`src/design/bpc_pkg.sv`:
```
// ----------------------------------------------------------------------------
// bpc_pkg: shared types and constants of the button press classifier
// Event kinds, the event word passed between front and back, the
// configuration write word, register indexes and reset values.
// ----------------------------------------------------------------------------
package bpc_pkg;

  // Defaults of the top level parameters
  localparam int BUTTONS_DEF     = 8;
  localparam int COMBOS_DEF      = 4;
  localparam int COUNT_WIDTH_DEF = 16;

  // Fixed field widths
  localparam int LEVEL_W    = 8;
  localparam int MASK_W     = 8;
  localparam int LONG_W     = 16;
  localparam int BCOUNT_W   = 4;
  localparam int CFG_IDX_W  = 3;
  localparam int CFG_DATA_W = 16;
  localparam int EV_IDX_W   = 3;

  // Number of combo slot registers and ticks a member may join a combo
  localparam int SLOT_REGS    = 4;
  localparam int COMBO_WINDOW = 4;

  // Depth of the event queue between front and back
  localparam int QUEUE_DEPTH = 4;

  // Register indexes
  localparam logic [CFG_IDX_W-1:0] REG_LONG_TICKS   = 3'd0;
  localparam logic [CFG_IDX_W-1:0] REG_BUTTON_COUNT = 3'd1;
  localparam logic [CFG_IDX_W-1:0] REG_COMBO_A      = 3'd2;
  localparam logic [CFG_IDX_W-1:0] REG_COMBO_D      = 3'd5;

  // Register reset values
  localparam logic [LONG_W-1:0]   LONG_TICKS_RST   = 16'd33;
  localparam logic [BCOUNT_W-1:0] BUTTON_COUNT_RST = 4'd8;

  typedef enum logic [1:0] {
    EV_SHORT = 2'd0,
    EV_LONG  = 2'd1,
    EV_COMBO = 2'd2
  } event_kind_e;

  typedef struct packed {
    event_kind_e           kind;
    logic [EV_IDX_W-1:0]   index;
    logic                  last;
  } event_t;

  typedef struct packed {
    logic                  valid;
    logic [CFG_IDX_W-1:0]  index;
    logic [CFG_DATA_W-1:0] data;
  } cfg_wr_t;

endpackage

```
`src/design/button_press_classifier.sv`:
```
// ----------------------------------------------------------------------------
// button_press_classifier: debounced short, long and combo press detector
// One scan tick in, zero or more press events out, the last one flagged.
// ----------------------------------------------------------------------------
//  channel   dir  handshake             payload
//  s_axis    in   tvalid/tready         tdata[7:0] pressed_levels
//  m_axis    out  tvalid/tready         tdata[2:0] event_index, tuser[1:0]
//                                       event_kind, tlast last_event
//  cfg       in   cfg_valid/cfg_ready   cfg_index (register), cfg_data
//
//  A tick passes the accept state, one walk step per button in use (at most
//  BUTTONS), a step to close the walk, the combo check and the release of
//  the final event.
//  Reset clears all button state, the accumulator and the queue at once.
//  A full event queue stalls the walker; the output register keeps one word
//  ready while the master side stalls. Configuration writes are always taken.
// ----------------------------------------------------------------------------
module button_press_classifier #(
  parameter int BUTTONS     = bpc_pkg::BUTTONS_DEF,
  parameter int COMBOS      = bpc_pkg::COMBOS_DEF,
  parameter int COUNT_WIDTH = bpc_pkg::COUNT_WIDTH_DEF
) (
  input  logic                            clk_i,
  input  logic                            rst_ni,
  // s_axis_tdata_i: [7:0] pressed_levels
  input  logic                            s_axis_tvalid_i,
  output logic                            s_axis_tready_o,
  input  logic [7:0]                      s_axis_tdata_i,
  // m_axis_tdata_o: [2:0] event_index, [7:3] zero
  // m_axis_tuser_o: [1:0] event_kind
  output logic                            m_axis_tvalid_o,
  input  logic                            m_axis_tready_i,
  output logic [7:0]                      m_axis_tdata_o,
  output logic [1:0]                      m_axis_tuser_o,
  output logic                            m_axis_tlast_o,
  input  logic                            cfg_valid_i,
  output logic                            cfg_ready_o,
  input  logic [bpc_pkg::CFG_IDX_W-1:0]   cfg_index_i,
  input  logic [bpc_pkg::CFG_DATA_W-1:0]  cfg_data_i
);
  import bpc_pkg::*;

  cfg_wr_t cfg;
  logic    push_valid;
  logic    push_ready;
  event_t  push_data;
  logic    q_valid;
  logic    q_pop;
  event_t  q_data;
  event_t  out_data;

  assign cfg_ready_o = 1'b1;
  assign cfg.valid   = cfg_valid_i;
  assign cfg.index   = cfg_index_i;
  assign cfg.data    = cfg_data_i;

  bpc_front #(
    .BUTTONS     (BUTTONS),
    .COMBOS      (COMBOS),
    .COUNT_WIDTH (COUNT_WIDTH)
  ) u_front (
    .clk_i         (clk_i),
    .rst_ni        (rst_ni),
    .cfg_i         (cfg),
    .tick_valid_i  (s_axis_tvalid_i),
    .tick_ready_o  (s_axis_tready_o),
    .tick_levels_i (s_axis_tdata_i),
    .push_valid_o  (push_valid),
    .push_ready_i  (push_ready),
    .push_data_o   (push_data)
  );

  bpc_queue u_queue (
    .clk_i        (clk_i),
    .rst_ni       (rst_ni),
    .push_valid_i (push_valid),
    .push_ready_o (push_ready),
    .push_data_i  (push_data),
    .pop_valid_o  (q_valid),
    .pop_ready_i  (q_pop),
    .pop_data_o   (q_data)
  );

  bpc_back u_back (
    .clk_i       (clk_i),
    .rst_ni      (rst_ni),
    .q_valid_i   (q_valid),
    .q_pop_o     (q_pop),
    .q_data_i    (q_data),
    .out_valid_o (m_axis_tvalid_o),
    .out_ready_i (m_axis_tready_i),
    .out_data_o  (out_data)
  );

  // Pack the event word onto the stream fields
  assign m_axis_tdata_o = {5'b0, out_data.index};
  assign m_axis_tuser_o = out_data.kind;
  assign m_axis_tlast_o = out_data.last;

endmodule

```
`src/design/bpc_front.sv`:
```
// ----------------------------------------------------------------------------
// bpc_front: scan tick walker and classifier
// Accepts one scan tick, walks the buttons in use one per cycle, stalling
// on a full queue, through debounce, hold counting and combo accumulation,
// then checks the combo slots. Held one deep, a tick's final event gets tlast.
// ----------------------------------------------------------------------------
module bpc_front #(
  parameter int BUTTONS     = bpc_pkg::BUTTONS_DEF,
  parameter int COMBOS      = bpc_pkg::COMBOS_DEF,
  parameter int COUNT_WIDTH = bpc_pkg::COUNT_WIDTH_DEF
) (
  input  logic                         clk_i,
  input  logic                         rst_ni,
  input  bpc_pkg::cfg_wr_t             cfg_i,
  input  logic                         tick_valid_i,
  output logic                         tick_ready_o,
  input  logic [bpc_pkg::LEVEL_W-1:0]  tick_levels_i,
  output logic                         push_valid_o,
  input  logic                         push_ready_i,
  output bpc_pkg::event_t              push_data_o
);
  import bpc_pkg::*;

  localparam int IDXW  = $clog2(BUTTONS);
  localparam int CW    = $clog2(BUTTONS + 1);
  localparam int SLOTS = (COMBOS < SLOT_REGS) ? COMBOS : SLOT_REGS;
  localparam int MW    = (COUNT_WIDTH > LONG_W) ? COUNT_WIDTH : LONG_W;

  typedef enum logic [1:0] {
    ST_IDLE,
    ST_WALK,
    ST_COMBO,
    ST_FLUSH
  } state_e;

  typedef enum logic [1:0] {
    PH_IDLE = 2'd0,
    PH_SEEN = 2'd1,
    PH_CONF = 2'd2
  } phase_e;

  // Configuration
  logic [LONG_W-1:0]   long_ticks_q;
  logic [BCOUNT_W-1:0] button_count_q;
  logic [MASK_W-1:0]   combo_mask_q [SLOT_REGS];

  // Per button state
  phase_e                 phase_q [BUTTONS];
  logic [COUNT_WIDTH-1:0] hold_q  [BUTTONS];
  logic [BUTTONS-1:0]     fired_q;
  logic [BUTTONS-1:0]     ready_q;
  logic [BUTTONS-1:0]     cons_q;
  logic [MASK_W-1:0]      accum_q;

  // Walk control
  state_e             state_q;
  logic [CW-1:0]      idx_q;
  logic [LEVEL_W-1:0] lv_q;
  logic               pend_v_q;
  event_t             pend_q;

  // Derived per button views
  logic [MASK_W-1:0]  members;
  logic [BUTTONS-1:0] lv_b;
  logic [BUTTONS-1:0] mem_b;
  logic [BUTTONS-1:0] acc_b;
  logic [CW-1:0]      used;
  logic [IDXW-1:0]    sel;
  logic               walk_live;

  // Step results
  phase_e                 cur_ph;
  logic [COUNT_WIDTH-1:0] cur_hold;
  logic [COUNT_WIDTH-1:0] hold_inc;
  logic                   down;
  phase_e                 ph_n;
  logic [COUNT_WIDTH-1:0] hold_n;
  logic                   fired_n;
  logic                   ready_n;
  logic                   cons_n;
  logic [MASK_W-1:0]      accum_n;
  logic                   ev_valid;
  event_t                 ev;
  logic                   step_ok;
  logic                   hit;
  logic [EV_IDX_W-1:0]    hit_slot;

  // Gather combo members over the slots in use
  always_comb begin
    members = '0;
    for (int s = 0; s < SLOTS; s++) begin
      members = members | combo_mask_q[s];
    end
  end

  // Map level, member and accumulator bits onto button indexes
  for (genvar g = 0; g < BUTTONS; g++) begin : g_bits
    if (g < LEVEL_W) begin : g_low
      assign lv_b[g]  = lv_q[g];
      assign mem_b[g] = members[g];
      assign acc_b[g] = accum_q[g];
    end else begin : g_high
      assign lv_b[g]  = 1'b0;
      assign mem_b[g] = 1'b0;
      assign acc_b[g] = 1'b0;
    end
  end

  // Clamp the button count to the buttons built
  always_comb begin
    if (int'(button_count_q) > BUTTONS) begin
      used = CW'(BUTTONS);
    end else begin
      used = CW'(button_count_q);
    end
  end

  assign sel       = idx_q[IDXW-1:0];
  assign walk_live = (state_q == ST_WALK) && (idx_q < used);

  // Classify the current button
  always_comb begin
    cur_ph   = phase_q[sel];
    cur_hold = hold_q[sel];
    down     = lv_b[sel];
    hold_inc = (cur_hold == '1) ? cur_hold : cur_hold + 1'b1;
    ph_n     = cur_ph;
    hold_n   = cur_hold;
    fired_n  = fired_q[sel];
    ready_n  = ready_q[sel];
    cons_n   = cons_q[sel];
    accum_n  = accum_q;
    ev_valid = 1'b0;
    ev.kind  = EV_SHORT;
    ev.index = EV_IDX_W'(sel);
    ev.last  = 1'b0;
    case (cur_ph)
      PH_SEEN: begin
        ph_n = down ? PH_CONF : PH_IDLE;
      end
      PH_CONF: begin
        if (down) begin
          hold_n = hold_inc;
          if (mem_b[sel] && (hold_inc < COUNT_WIDTH'(COMBO_WINDOW))) begin
            if (!ready_q[sel]) begin
              for (int k = 0; k < MASK_W; k++) begin
                if (int'(sel) == k) accum_n[k] = 1'b1;
              end
              ready_n = 1'b1;
            end
          end else if ((MW'(hold_inc) > MW'(long_ticks_q)) && !fired_q[sel]) begin
            fired_n  = 1'b1;
            ev_valid = 1'b1;
            ev.kind  = EV_LONG;
          end
        end else begin
          if ((MW'(cur_hold) < MW'(long_ticks_q)) && !cons_q[sel]) begin
            ev_valid = 1'b1;
            ev.kind  = EV_SHORT;
          end
          fired_n = 1'b0;
          ph_n    = PH_IDLE;
          hold_n  = '0;
          accum_n = '0;
          ready_n = 1'b0;
          cons_n  = 1'b0;
        end
      end
      default: begin
        if (down) ph_n = PH_SEEN;
      end
    endcase

    // Find the first used slot that equals the accumulator
    hit      = 1'b0;
    hit_slot = '0;
    for (int s = 0; s < SLOTS; s++) begin
      if (!hit && (combo_mask_q[s] != '0) && (combo_mask_q[s] == accum_q)) begin
        hit      = 1'b1;
        hit_slot = EV_IDX_W'(s);
      end
    end

    if (state_q == ST_COMBO) begin
      ev_valid = (accum_q != '0) && hit;
      ev.kind  = EV_COMBO;
      ev.index = hit_slot;
    end else if (!walk_live) begin
      ev_valid = 1'b0;
    end
  end

  // A new event displaces the held one into the queue
  assign step_ok      = !(ev_valid && pend_v_q && !push_ready_i);
  assign tick_ready_o = (state_q == ST_IDLE);

  always_comb begin
    push_valid_o = 1'b0;
    push_data_o  = pend_q;
    if (state_q == ST_FLUSH) begin
      push_valid_o     = pend_v_q;
      push_data_o.last = 1'b1;
    end else begin
      push_valid_o     = ev_valid && pend_v_q;
      push_data_o.last = 1'b0;
    end
  end

  // Configuration registers
  always_ff @(posedge clk_i or negedge rst_ni) begin
    if (!rst_ni) begin
      long_ticks_q   <= LONG_TICKS_RST;
      button_count_q <= BUTTON_COUNT_RST;
      for (int s = 0; s < SLOT_REGS; s++) combo_mask_q[s] <= '0;
    end else if (cfg_i.valid) begin
      if (cfg_i.index == REG_LONG_TICKS) begin
        long_ticks_q <= cfg_i.data;
      end else if (cfg_i.index == REG_BUTTON_COUNT) begin
        button_count_q <= cfg_i.data[BCOUNT_W-1:0];
      end else if ((cfg_i.index >= REG_COMBO_A) && (cfg_i.index <= REG_COMBO_D)) begin
        for (int s = 0; s < SLOT_REGS; s++) begin
          if (int'(cfg_i.index) - int'(REG_COMBO_A) == s) begin
            combo_mask_q[s] <= cfg_i.data[MASK_W-1:0];
          end
        end
      end
    end
  end

  // Walk sequencer and button state
  always_ff @(posedge clk_i or negedge rst_ni) begin
    if (!rst_ni) begin
      state_q  <= ST_IDLE;
      idx_q    <= '0;
      lv_q     <= '0;
      pend_v_q <= 1'b0;
      pend_q   <= '0;
      accum_q  <= '0;
      fired_q  <= '0;
      ready_q  <= '0;
      cons_q   <= '0;
      for (int b = 0; b < BUTTONS; b++) begin
        phase_q[b] <= PH_IDLE;
        hold_q[b]  <= '0;
      end
    end else begin
      case (state_q)
        ST_IDLE: begin
          if (tick_valid_i) begin
            lv_q    <= tick_levels_i;
            idx_q   <= '0;
            state_q <= ST_WALK;
          end
        end
        ST_WALK: begin
          if (!walk_live) begin
            state_q <= ST_COMBO;
          end else if (step_ok) begin
            phase_q[sel] <= ph_n;
            hold_q[sel]  <= hold_n;
            fired_q[sel] <= fired_n;
            ready_q[sel] <= ready_n;
            cons_q[sel]  <= cons_n;
            accum_q      <= accum_n;
            idx_q        <= idx_q + 1'b1;
            if (ev_valid) begin
              pend_q   <= ev;
              pend_v_q <= 1'b1;
            end
          end
        end
        ST_COMBO: begin
          if (step_ok) begin
            if (ev_valid) begin
              for (int b = 0; b < BUTTONS; b++) begin
                if ((b < int'(used)) && acc_b[b]) cons_q[b] <= 1'b1;
              end
              accum_q  <= '0;
              pend_q   <= ev;
              pend_v_q <= 1'b1;
            end
            state_q <= ST_FLUSH;
          end
        end
        ST_FLUSH: begin
          if (!pend_v_q) begin
            state_q <= ST_IDLE;
          end else if (push_ready_i) begin
            pend_v_q <= 1'b0;
            state_q  <= ST_IDLE;
          end
        end
        default: begin
          state_q <= ST_IDLE;
        end
      endcase
    end
  end

  // Only a held event ever goes to the queue
  a_push_has_pend: assert property (@(posedge clk_i) disable iff (!rst_ni)
    push_valid_o |-> pend_v_q)
    else $error("push without a held event");

  // The final push of a tick ends the tick with nothing held
  a_flush_ends: assert property (@(posedge clk_i) disable iff (!rst_ni)
    (state_q == ST_FLUSH && push_valid_o && push_ready_i) |=>
      (state_q == ST_IDLE && !pend_v_q))
    else $error("flush did not close the tick");

  // A combo event empties the accumulator
  a_combo_clears: assert property (@(posedge clk_i) disable iff (!rst_ni)
    (state_q == ST_COMBO && ev_valid && step_ok) |=> (accum_q == '0))
    else $error("accumulator kept after combo");

  // The walk index never exceeds the number of buttons built
  a_idx_range: assert property (@(posedge clk_i) disable iff (!rst_ni)
    (state_q == ST_WALK) |-> (int'(idx_q) <= BUTTONS))
    else $error("walk index out of range");

endmodule

```
`src/design/bpc_queue.sv`:
```
// ----------------------------------------------------------------------------
// bpc_queue: event queue between front and back
// A short first-in first-out store of event words so the walker and the
// output side stall on their own.
// ----------------------------------------------------------------------------
module bpc_queue (
  input  logic            clk_i,
  input  logic            rst_ni,
  input  logic            push_valid_i,
  output logic            push_ready_o,
  input  bpc_pkg::event_t push_data_i,
  output logic            pop_valid_o,
  input  logic            pop_ready_i,
  output bpc_pkg::event_t pop_data_o
);
  import bpc_pkg::*;

  localparam int PW = $clog2(QUEUE_DEPTH);
  localparam int NW = $clog2(QUEUE_DEPTH + 1);

  event_t        mem_q [QUEUE_DEPTH];
  logic [PW-1:0] wr_q;
  logic [PW-1:0] rd_q;
  logic [NW-1:0] cnt_q;
  logic          push;
  logic          pop;

  assign push_ready_o = (int'(cnt_q) < QUEUE_DEPTH);
  assign pop_valid_o  = (cnt_q != '0);
  assign pop_data_o   = mem_q[rd_q];
  assign push         = push_valid_i && push_ready_o;
  assign pop          = pop_valid_o && pop_ready_i;

  // Store the pushed word
  always_ff @(posedge clk_i) begin
    if (push) mem_q[wr_q] <= push_data_i;
  end

  // Advance pointers and fill count
  always_ff @(posedge clk_i or negedge rst_ni) begin
    if (!rst_ni) begin
      wr_q  <= '0;
      rd_q  <= '0;
      cnt_q <= '0;
    end else begin
      if (push) wr_q <= wr_q + 1'b1;
      if (pop)  rd_q <= rd_q + 1'b1;
      if (push && !pop) begin
        cnt_q <= cnt_q + 1'b1;
      end else if (pop && !push) begin
        cnt_q <= cnt_q - 1'b1;
      end
    end
  end

  a_cnt_range: assert property (@(posedge clk_i) disable iff (!rst_ni)
    int'(cnt_q) <= QUEUE_DEPTH)
    else $error("queue overfilled");

  a_cnt_up: assert property (@(posedge clk_i) disable iff (!rst_ni)
    (push && !pop) |=> (cnt_q == $past(cnt_q) + 1'b1))
    else $error("fill count missed a push");

  a_drain: assert property (@(posedge clk_i) disable iff (!rst_ni)
    (pop && !push && cnt_q == NW'(1)) |=> !pop_valid_o)
    else $error("queue not empty after last pop");

endmodule

```
`src/design/bpc_back.sv`:
```
// ----------------------------------------------------------------------------
// bpc_back: event output stage
// Takes event words from the queue into an output register and presents
// them on the master stream until taken.
// ----------------------------------------------------------------------------
module bpc_back (
  input  logic            clk_i,
  input  logic            rst_ni,
  input  logic            q_valid_i,
  output logic            q_pop_o,
  input  bpc_pkg::event_t q_data_i,
  output logic            out_valid_o,
  input  logic            out_ready_i,
  output bpc_pkg::event_t out_data_o
);
  import bpc_pkg::*;

  logic   out_v_q;
  event_t out_q;

  // Load when the register is empty or being taken
  assign q_pop_o     = q_valid_i && (!out_v_q || out_ready_i);
  assign out_valid_o = out_v_q;
  assign out_data_o  = out_q;

  always_ff @(posedge clk_i) begin
    if (q_pop_o) out_q <= q_data_i;
  end

  always_ff @(posedge clk_i or negedge rst_ni) begin
    if (!rst_ni) begin
      out_v_q <= 1'b0;
    end else if (q_pop_o) begin
      out_v_q <= 1'b1;
    end else if (out_ready_i) begin
      out_v_q <= 1'b0;
    end
  end

endmodule
```
`config.mk`:
```
export PLATFORM = sky130hd
export DESIGN_NAME = button_press_classifier
export DESIGN_NICKNAME = d
export VERILOG_FILES = /design/src/design/bpc_pkg.sv /design/src/design/button_press_classifier.sv /design/src/design/bpc_front.sv /design/src/design/bpc_queue.sv /design/src/design/bpc_back.sv
export SDC_FILE = /design/constraint.sdc
export NUM_CORES = 1
export LEC_CHECK = 0
export BUFFER_PORTS_ARGS = -buffer_cell sky130_fd_sc_hd__buf_4
export CAP_MARGIN = 5
export CORE_MARGIN = 5
export CORE_UTILIZATION = 59
export CTS_BUF_LIST = sky130_fd_sc_hd__clkbuf_8
export DETAILED_ROUTE_END_ITERATION = 7
export PLACE_DENSITY = 0.81
export RECOVER_POWER = 25
export SKIP_LAST_GASP = 1
export SLEW_MARGIN = 0
export SYNTH_ARGS = -nofsm -noshare
export SYNTH_HDL_FRONTEND = slang
export SYNTH_HIERARCHICAL = 1
export SYNTH_SLANG_ARGS = --single-unit
```
`constraint.sdc`:
```
create_clock -name clk_i -period 13.4 [get_ports clk_i]
set_input_delay 0.67 -clock clk_i [delete_from_list [all_inputs] [get_ports clk_i]]
set_output_delay 0.67 -clock clk_i [all_outputs]
set_load 0.01 [all_outputs]
```
* After elaboration in Yosys (flattened, before gate mapping)
Memory sizes are Yosys's and may differ from the RTL's. A register that Yosys moved wholly into a read port is not among the register bits.
Index checks and enable logic that the tools add are counted.
** Storage, ports and cells
- Memories :: 1
- Word-level logic and storage cells :: 337
- Memory bits (writable) :: 24
- Flip-flop bits (word level) :: 257
- Bits of input ports :: 32
** Cells by class
- Order comparisons :: 20
- Bitwise gates (word level) :: 7
- Reductions and logical operators :: 83
- Equality and inequality tests :: 47
- Add/subtract/negate cells :: 7
- Multiplexer cells :: 121
** Memory list
- u_queue.mem_q :: depth 4, bits a word 6, read ports 1, clocked after Yosys merged registers in 1, write ports 1, RTL line bpc_queue.sv:21 : event_t mem_q [QUEUE_DEPTH];
** Operator list (count)
- bitwise mux 128 bit :: 1
- 2-to-1 mux 16 bit :: 6
- 2-to-1 mux 8 bit :: 12
- AND reduction 9 bit :: 8
- equality test 32 x 3 -> 1 bit, second input constant :: 2
- 2-to-1 mux 1 bit :: 55
- binary-select mux 16 bit (select 3 bit) :: 1
- demux 16 bit (select 3 bit) :: 1
- AND reduction 6 bit :: 8
- nonzero test 8 bit :: 5
- equality test 32 x 2 -> 1 bit, second input constant :: 1
- equality test 8 bit :: 4
- logical NOT 32 bit :: 1
- 2-to-1 mux 2 bit :: 16
- case mux 8 bit (2 select lines) :: 2
- logical AND 1 bit :: 30
- inequality test 3 bit, second input constant :: 10
- inequality test 2 bit, second input constant :: 13
- bitwise mux 8 bit :: 3
- OR 8 bit :: 3
- AND reduction 5 bit :: 4
- 2-to-1 mux 6 bit :: 3
- adder 16 x 1 -> 16 bit, second input constant :: 1
- bitwise mux 16 bit :: 1
- 51 further kinds :: 94

* Longest topological paths before layout
- Word-level depth :: 24
- Mapped depth :: 32

* Cells and area by module
The synthesis kept the hierarchy.
** By module, submodules not included
- bpc_front :: cells an instance 1225, instances 1, area each 14335.0 um^2
- bpc_queue :: cells an instance 68, instances 1, area each 1288.7 um^2
- bpc_back :: cells an instance 10, instances 1, area each 224.0 um^2
- button_press_classifier :: cells an instance 8, instances 1, area each 52.6 um^2

* Worst setup path before layout
No wires, ideal clock.
- Path kind :: register to register
- Start point :: reg u_front.idx_q[1]
- End point :: reg u_queue.cnt_q[1]
- Path buffers :: 3
- Cell stages (with the launch flop) :: 26
- Arrival :: 5.832 ns
- Period minus slack after synthesis :: 5.956 ns
- Setup slack :: 7.444 ns
- Data required time :: 13.275 ns
- Cells stage by stage :: dfrtp_1 -> inv_1 -> buf_2 -> buf_1 -> mux2_2 -> nand4_1 -> or4_1 -> o31a_1 -> ha_1 -> a21o_1 -> a21o_1 -> a21o_1 -> a21o_1 -> a21o_1 -> a21o_1 -> a221oi_1 -> a31oi_1 -> a21boi_0 -> o21ai_0 -> o21a_1 -> nor2b_1 -> buf_2 -> ha_1 -> inv_1 -> fa_1 -> mux2_2
** On the way
- Cells in the longest elaborated chain, start to end :: 20
** RTL lines
- from (decl) :: RTL line bpc_front.sv:57 : logic [CW-1:0] idx_q;
- from (signal assigned) :: RTL line bpc_front.sv:265 : idx_q <= idx_q + 1'b1;
- inverter 3 -> 4 bit (not written as such) :: RTL line bpc_front.sv:123, bpc_front.sv:124
- binary-select mux 16 bit (select 3 bit) :: RTL line bpc_front.sv:124 : cur_hold = hold_q[sel];
- 2-to-1 mux 16 bit (not written as such) (2 in a row) :: RTL line bpc_front.sv:124
- adder 16 x 1 -> 16 bit / equality test 16 bit (equally long branches) :: RTL line bpc_front.sv:126 : hold_inc = (cur_hold == '1) ? cur_hold : cur_hold + 1'b1;
- 2-to-1 mux 16 bit :: RTL line bpc_front.sv:126
- greater-than comparator 16 bit :: RTL line bpc_front.sv:151 : end else if ((MW'(hold_inc) > MW'(long_ticks_q)) && !fired_q[sel]) begin
- logical AND 1 bit :: RTL line bpc_front.sv:151
- 2-to-1 mux 1 bit :: RTL line bpc_front.sv:151
- (+5 left out)
- logical AND 1 bit (*) :: RTL line bpc_front.sv:204 : push_valid_o = ev_valid && pend_v_q;
- 2-to-1 mux 1 bit (*) :: RTL line bpc_front.sv:200 : if (state_q == ST_FLUSH) begin
- net push_valid :: RTL line button_press_classifier.sv:44 : logic push_valid;
- logical AND 1 bit (*) :: RTL line bpc_queue.sv:31 : assign push = push_valid_i && push_ready_o;
- net u_queue.push :: RTL line bpc_queue.sv:25 : logic push;
- logical NOT 1 bit :: RTL line bpc_queue.sv:50 : end else if (pop && !push) begin
- logical AND 1 bit :: RTL line bpc_queue.sv:50
- nonzero test 2 bit (no source line)
- to (signal assigned) :: RTL line bpc_queue.sv:49 : cnt_q <= cnt_q + 1'b1;
- to (signal assigned) :: RTL line bpc_queue.sv:51 : cnt_q <= cnt_q - 1'b1;
- to (decl) :: RTL line bpc_queue.sv:24 : logic [NW-1:0] cnt_q;
The timed path passes the listed nets; every way through them passes the cells marked *. The select of a mux whose other input is x is not followed.
A chain may end at the register's enable or synchronous reset.

* Worst setup path after layout
- Start point :: reg u_front.idx_q[2]
- End point :: reg u_queue.cnt_q[2]
** On the way
- Cells in the longest elaborated chain, start to end :: 20
** RTL lines
- inverter 3 -> 4 bit (not written as such) :: RTL line bpc_front.sv:123, bpc_front.sv:124
- binary-select mux 16 bit (select 3 bit) :: RTL line bpc_front.sv:124
- 2-to-1 mux 16 bit (not written as such) (2 in a row) :: RTL line bpc_front.sv:124
- adder 16 x 1 -> 16 bit / equality test 16 bit (equally long branches) :: RTL line bpc_front.sv:126
- 2-to-1 mux 16 bit :: RTL line bpc_front.sv:126
- greater-than comparator 16 bit :: RTL line bpc_front.sv:151
- logical AND 1 bit :: RTL line bpc_front.sv:151
- 2-to-1 mux 1 bit :: RTL line bpc_front.sv:151
- (+4 left out)
- 2-to-1 mux 1 bit (*) :: RTL line bpc_front.sv:184 : if (state_q == ST_COMBO) begin
- logical AND 1 bit (*) :: RTL line bpc_front.sv:204
- 2-to-1 mux 1 bit (*) :: RTL line bpc_front.sv:200
- net push_valid :: RTL line button_press_classifier.sv:44
- logical AND 1 bit (*) :: RTL line bpc_queue.sv:31
- logical NOT 1 bit :: RTL line bpc_queue.sv:50
- logical AND 1 bit :: RTL line bpc_queue.sv:50
- nonzero test 2 bit (no source line)
Marks and branches as above.

==> reports/qor.txt <==
Measured slew at the worst slew-check pin -> 5680 ps
Mean Syn Cell Area -> 12.1 sq um
Setup slack after placement -> 6080 ps
H-tree levels -> 2
Maximum clock frequency -> 134 MHz
ANT cells -> 0
Number of enable flip-flop cells after synthesis -> 30
Run status -> complete, but fails checks
RD Place Congestion -> 0.951
Initial antenna violation count -> 0
Worst Hold Endpoint -> u_front/long_ticks_q[14]$_DFFE_PN0P_
Flip-flop and latch area -> 7310 sq um
Worst reg2reg path endpoint -> u_queue/cnt_q[2]$_DFFE_PN0P_
Share of async-settable or async-resettable flops after synthesis -> 89.5%
Routed Antenna Nets -> 0
Kind of end point of the critical path -> register
DR iter-0 viols -> 1100
Required time at the endpoint of the critical path -> 13880 ps
Latest clock arrival within the worst-skew pair -> 590 ps
DRC violation count after routing -> 0
Post-DR vias/cell -> 6.35
Total routing resource utilization after global routing -> 25.5%
Depth of the worst hold-timing path -> 3
Final setup skew -> 39.0 ps
Yosys Warn Count -> 6
Min Tclk post-route -> 7460 ps
CTS tree -> built
Via Count -> 10900
Number of cells produced by synthesis -> 1311
Clock buffer count from CTS -> 46
Lkg Pwr -> 0.00782 uW
Peak supply drop -> 0.115 mV
Setup slack on the worst flop-to-flop path -> 5940 ps
Final-layout setup total negative slack -> 0 ps
Final setup violation count -> 0
Worst reg2reg path depth -> 26
Power density over the cells -> 197 nW/um^2
Effective utilization at floorplan -> 59.5%
Max-Slew Margin vs Limit -> -279%
Final HPWL from detailed placement -> 25900 um
Die Y-Extent -> 174 um
Row count -> 60
CTS clk-pin slew, worst paths -> 60 ps
Aggregate routed wire length -> 38400 um
Number of setup buffers added after CTS -> 0
Clock net sink count -> 286
Cell chosen for the clock root -> sky130_fd_sc_hd__clkbuf_8
Data arrival time of the critical path -> 7940 ps
Launching element type of the critical path -> register
Cell area after synthesis -> 15900 sq um
Die footprint -> 30300 sq um
Number of I/O pins -> 46
Setup ws final -> 5940 ps
Setup repair after global routing missed its margin -> no
Start point of the worst hold path -> cfg_data_i[14]
Core box area -> 26700 sq um
Most common cell after layout, fill and taps aside -> sky130_fd_sc_hd__dfrtp_1
Number of buffer cells added on primary ports -> 39
Area taken by multi-input logic gates -> 7900 sq um
Violated checks -> capacitance limit, slew limit
Number of distinct standard cells referenced by the synthesized netlist -> 88
Max-Cap Viols -> 1
Utilization of the core after routing -> 63.9%
Pre-Repair DR Iteration Count -> 6
Wire per inst -> 22.5 um
Type of the worst setup path -> reg2reg
Share of the clock period used by the worst path after layout -> 55.6%
Leading register cell type out of synthesis -> sky130_fd_sc_hd__dfrtp_1
Sequential cell area fraction in the yosys report -> 46.0%
X dimension of the die -> 174 um
Area growth from synthesis to layout -> 7.33%
Filler instances -> 2054
Via count of the first global-routing pass -> 11200
Commonest non-fill, non-tap cells in the layout -> sky130_fd_sc_hd__dfrtp_1 (251), sky130_fd_sc_hd__nand2_1 (94), sky130_fd_sc_hd__mux2_1 (80), sky130_fd_sc_hd__mux2_4 (80), sky130_fd_sc_hd__mux2_2 (62)
Worst r2r src -> u_front/idx_q[2]$_DFFE_PN0P_
Count of pins over their slew limit -> 107
Total non-filler cell area in the finished layout -> 17100 sq um
Remaining Overflow, GRT -> 0
Wire length of the first global-routing pass -> 62300 um
Fraction of final layout cells with drive strength greater than 1 -> 22.4%
Quantity of hold-fixing buffers added after cts -> 0
NumNets Final -> 1426
DP Area -> 16200 sq um
CP max FO -> 46
Hold Violations, Final -> 0
Total of flip-flops plus latches after synthesis -> 286
CTS Buffer Depth -> 3
Pin count of the biggest net entering global routing -> 107
Post-cts gate resize count -> 0
Classification of the worst-slack hold path -> in2reg
cell usage after synthesis, types with 19 or more instances:
| master | count | share of area (%) |
|---|---|---|
| sky130_fd_sc_hd__nor2_1 | 57 | 1.3 |
| sky130_fd_sc_hd__buf_6 | 19 | 1.3 |
| sky130_fd_sc_hd__mux2i_1 | 30 | 1.9 |
| sky130_fd_sc_hd__o21ai_0 | 54 | 1.7 |
| sky130_fd_sc_hd__mux2_2 | 62 | 4.4 |
| sky130_fd_sc_hd__nor3_1 | 26 | 0.82 |
| sky130_fd_sc_hd__a21oi_1 | 54 | 1.7 |
| sky130_fd_sc_hd__inv_1 | 46 | 1.1 |
| sky130_fd_sc_hd__nand2_1 | 94 | 2.2 |
| sky130_fd_sc_hd__mux2_4 | 80 | 7.6 |
| sky130_fd_sc_hd__clkbuf_1 | 31 | 0.73 |
| sky130_fd_sc_hd__mux2_1 | 80 | 5.7 |
| sky130_fd_sc_hd__ha_1 | 55 | 4.3 |
| sky130_fd_sc_hd__edfxtp_1 | 30 | 5.7 |
| sky130_fd_sc_hd__dfrtp_1 | 253 | 40 |
| sky130_fd_sc_hd__nand3_1 | 21 | 0.66 |
| sky130_fd_sc_hd__xor2_1 | 30 | 1.7 |
| sky130_fd_sc_hd__nor4_1 | 19 | 0.75 |
| sky130_fd_sc_hd__mux4_2 | 28 | 4.0 |
report_power, final:
group / internal, uW / switching (uW)
Combinational: 551 / 817
Clock: 387 / 347
Sequential: 1080 / 184
cells by family after synthesis:
family                     Yosys count  synth area share, %
muxes                              282                 23.6
DFF                                286                 46.0
AOI/OAI and AO/OA                  217                 9.22
other                                2               0.0472
adders and majority gates           56                 4.45
xor gates and xnor gates            42                 2.31
buffers and inverters              123                 4.41
and+or+nand+nor                    303                 9.93
sequential cells by signal, indices dropped and copies added (netlist names), 5 cells and up:
name / flops
u_front/fired_q: 8
u_front/lv_b: 8
u_front/ready_q: 8
u_front/acc_b: 8
u_front/combo_mask_q: 32
u_front/long_ticks_q: 16
u_back/out_data_o: 6
u_front/push_data_o: 5
u_front/hold_q: 128
u_front/phase_q: 16
u_queue/mem_q: 24
u_front/cons_q: 8
metrics by stage:
step | power (uW) | hold WS (ps) | std cells
2_1_floorplan | 2260 | 374 | 1315
3_3_place_gp | 2560 | 459 | 1631
3_5_place_dp | 2610 | 468 | 1631
4_1_cts | 3350 | 173 | 1711
5_1_grt | 3560 | 292 | 1711
6_report | 3370 | 309 | 1711
routing by layer:
layer	track usage, %	vias to the layer above	wire length (um)
met4	9.04	0	1330
li1	-	4834	-
met2	40.5	465	17900
met3	4.41	87	2600
met1	35.6	5485	16700
met5	0	-	0
layout make-up:
| cell class | instances | share of cell area (%) |
|---|---|---|
| well taps | 341 | 2.50 |
| multi-input cells | 906 | 46.3 |
| flip-flops and latches | 286 | 42.9 |
| clock inverters | 26 | 0.872 |
| repair buffers | 48 | 2.05 |
| clock buffers | 54 | 4.35 |
| inverters | 50 | 1.10 |
how the worst max path moves through the flow:
stage	slack, ps	to	depth (start not counted)	start
6_report	5940	u_queue/cnt_q[2]$_DFFE_PN0P_	26	u_front/idx_q[2]$_DFFE_PN0P_
5_1_grt	5320	u_queue/cnt_q[2]$_DFFE_PN0P_	26	u_front/idx_q[2]$_DFFE_PN0P_
4_1_cts	6030	u_queue/cnt_q[2]$_DFFE_PN0P_	26	u_front/idx_q[2]$_DFFE_PN0P_
3_5_place_dp	6080	u_queue/cnt_q[2]$_DFFE_PN0P_	26	u_front/idx_q[2]$_DFFE_PN0P_
3_3_place_gp	6270	u_queue/cnt_q[2]$_DFFE_PN0P_	26	u_front/idx_q[2]$_DFFE_PN0P_
2_1_floorplan	7440	u_queue/cnt_q[1]$_DFFE_PN0P_	25	u_front/idx_q[1]$_DFFE_PN0P_
worst max-delay path, stage by stage (launching register included):
cell and delay [ps]:
sky130_fd_sc_hd__dfrtp_2 790, sky130_fd_sc_hd__buf_4 650, sky130_fd_sc_hd__mux4_2 340, sky130_fd_sc_hd__mux2i_2 140
sky130_fd_sc_hd__inv_1 190, sky130_fd_sc_hd__nand4_1 240, sky130_fd_sc_hd__or3_1 420, sky130_fd_sc_hd__nor3_1 570
sky130_fd_sc_hd__nor2_1 200, sky130_fd_sc_hd__and3_1 270, sky130_fd_sc_hd__xnor2_1 130, sky130_fd_sc_hd__ha_1 270
sky130_fd_sc_hd__nand3_1 90, sky130_fd_sc_hd__nor2_1 50, sky130_fd_sc_hd__nand3_1 110, sky130_fd_sc_hd__or3b_2 490
sky130_fd_sc_hd__nor2_1 130, sky130_fd_sc_hd__a21boi_0 120, sky130_fd_sc_hd__o21ai_0 330, sky130_fd_sc_hd__o21a_1 170
sky130_fd_sc_hd__nor2b_1 380, sky130_fd_sc_hd__ha_1 270, sky130_fd_sc_hd__inv_1 80, sky130_fd_sc_hd__fa_1 430
sky130_fd_sc_hd__xor2_1 150, sky130_fd_sc_hd__nor2_1 120, sky130_fd_sc_hd__xnor2_1 130
Power figures use the tool's default switching activity.
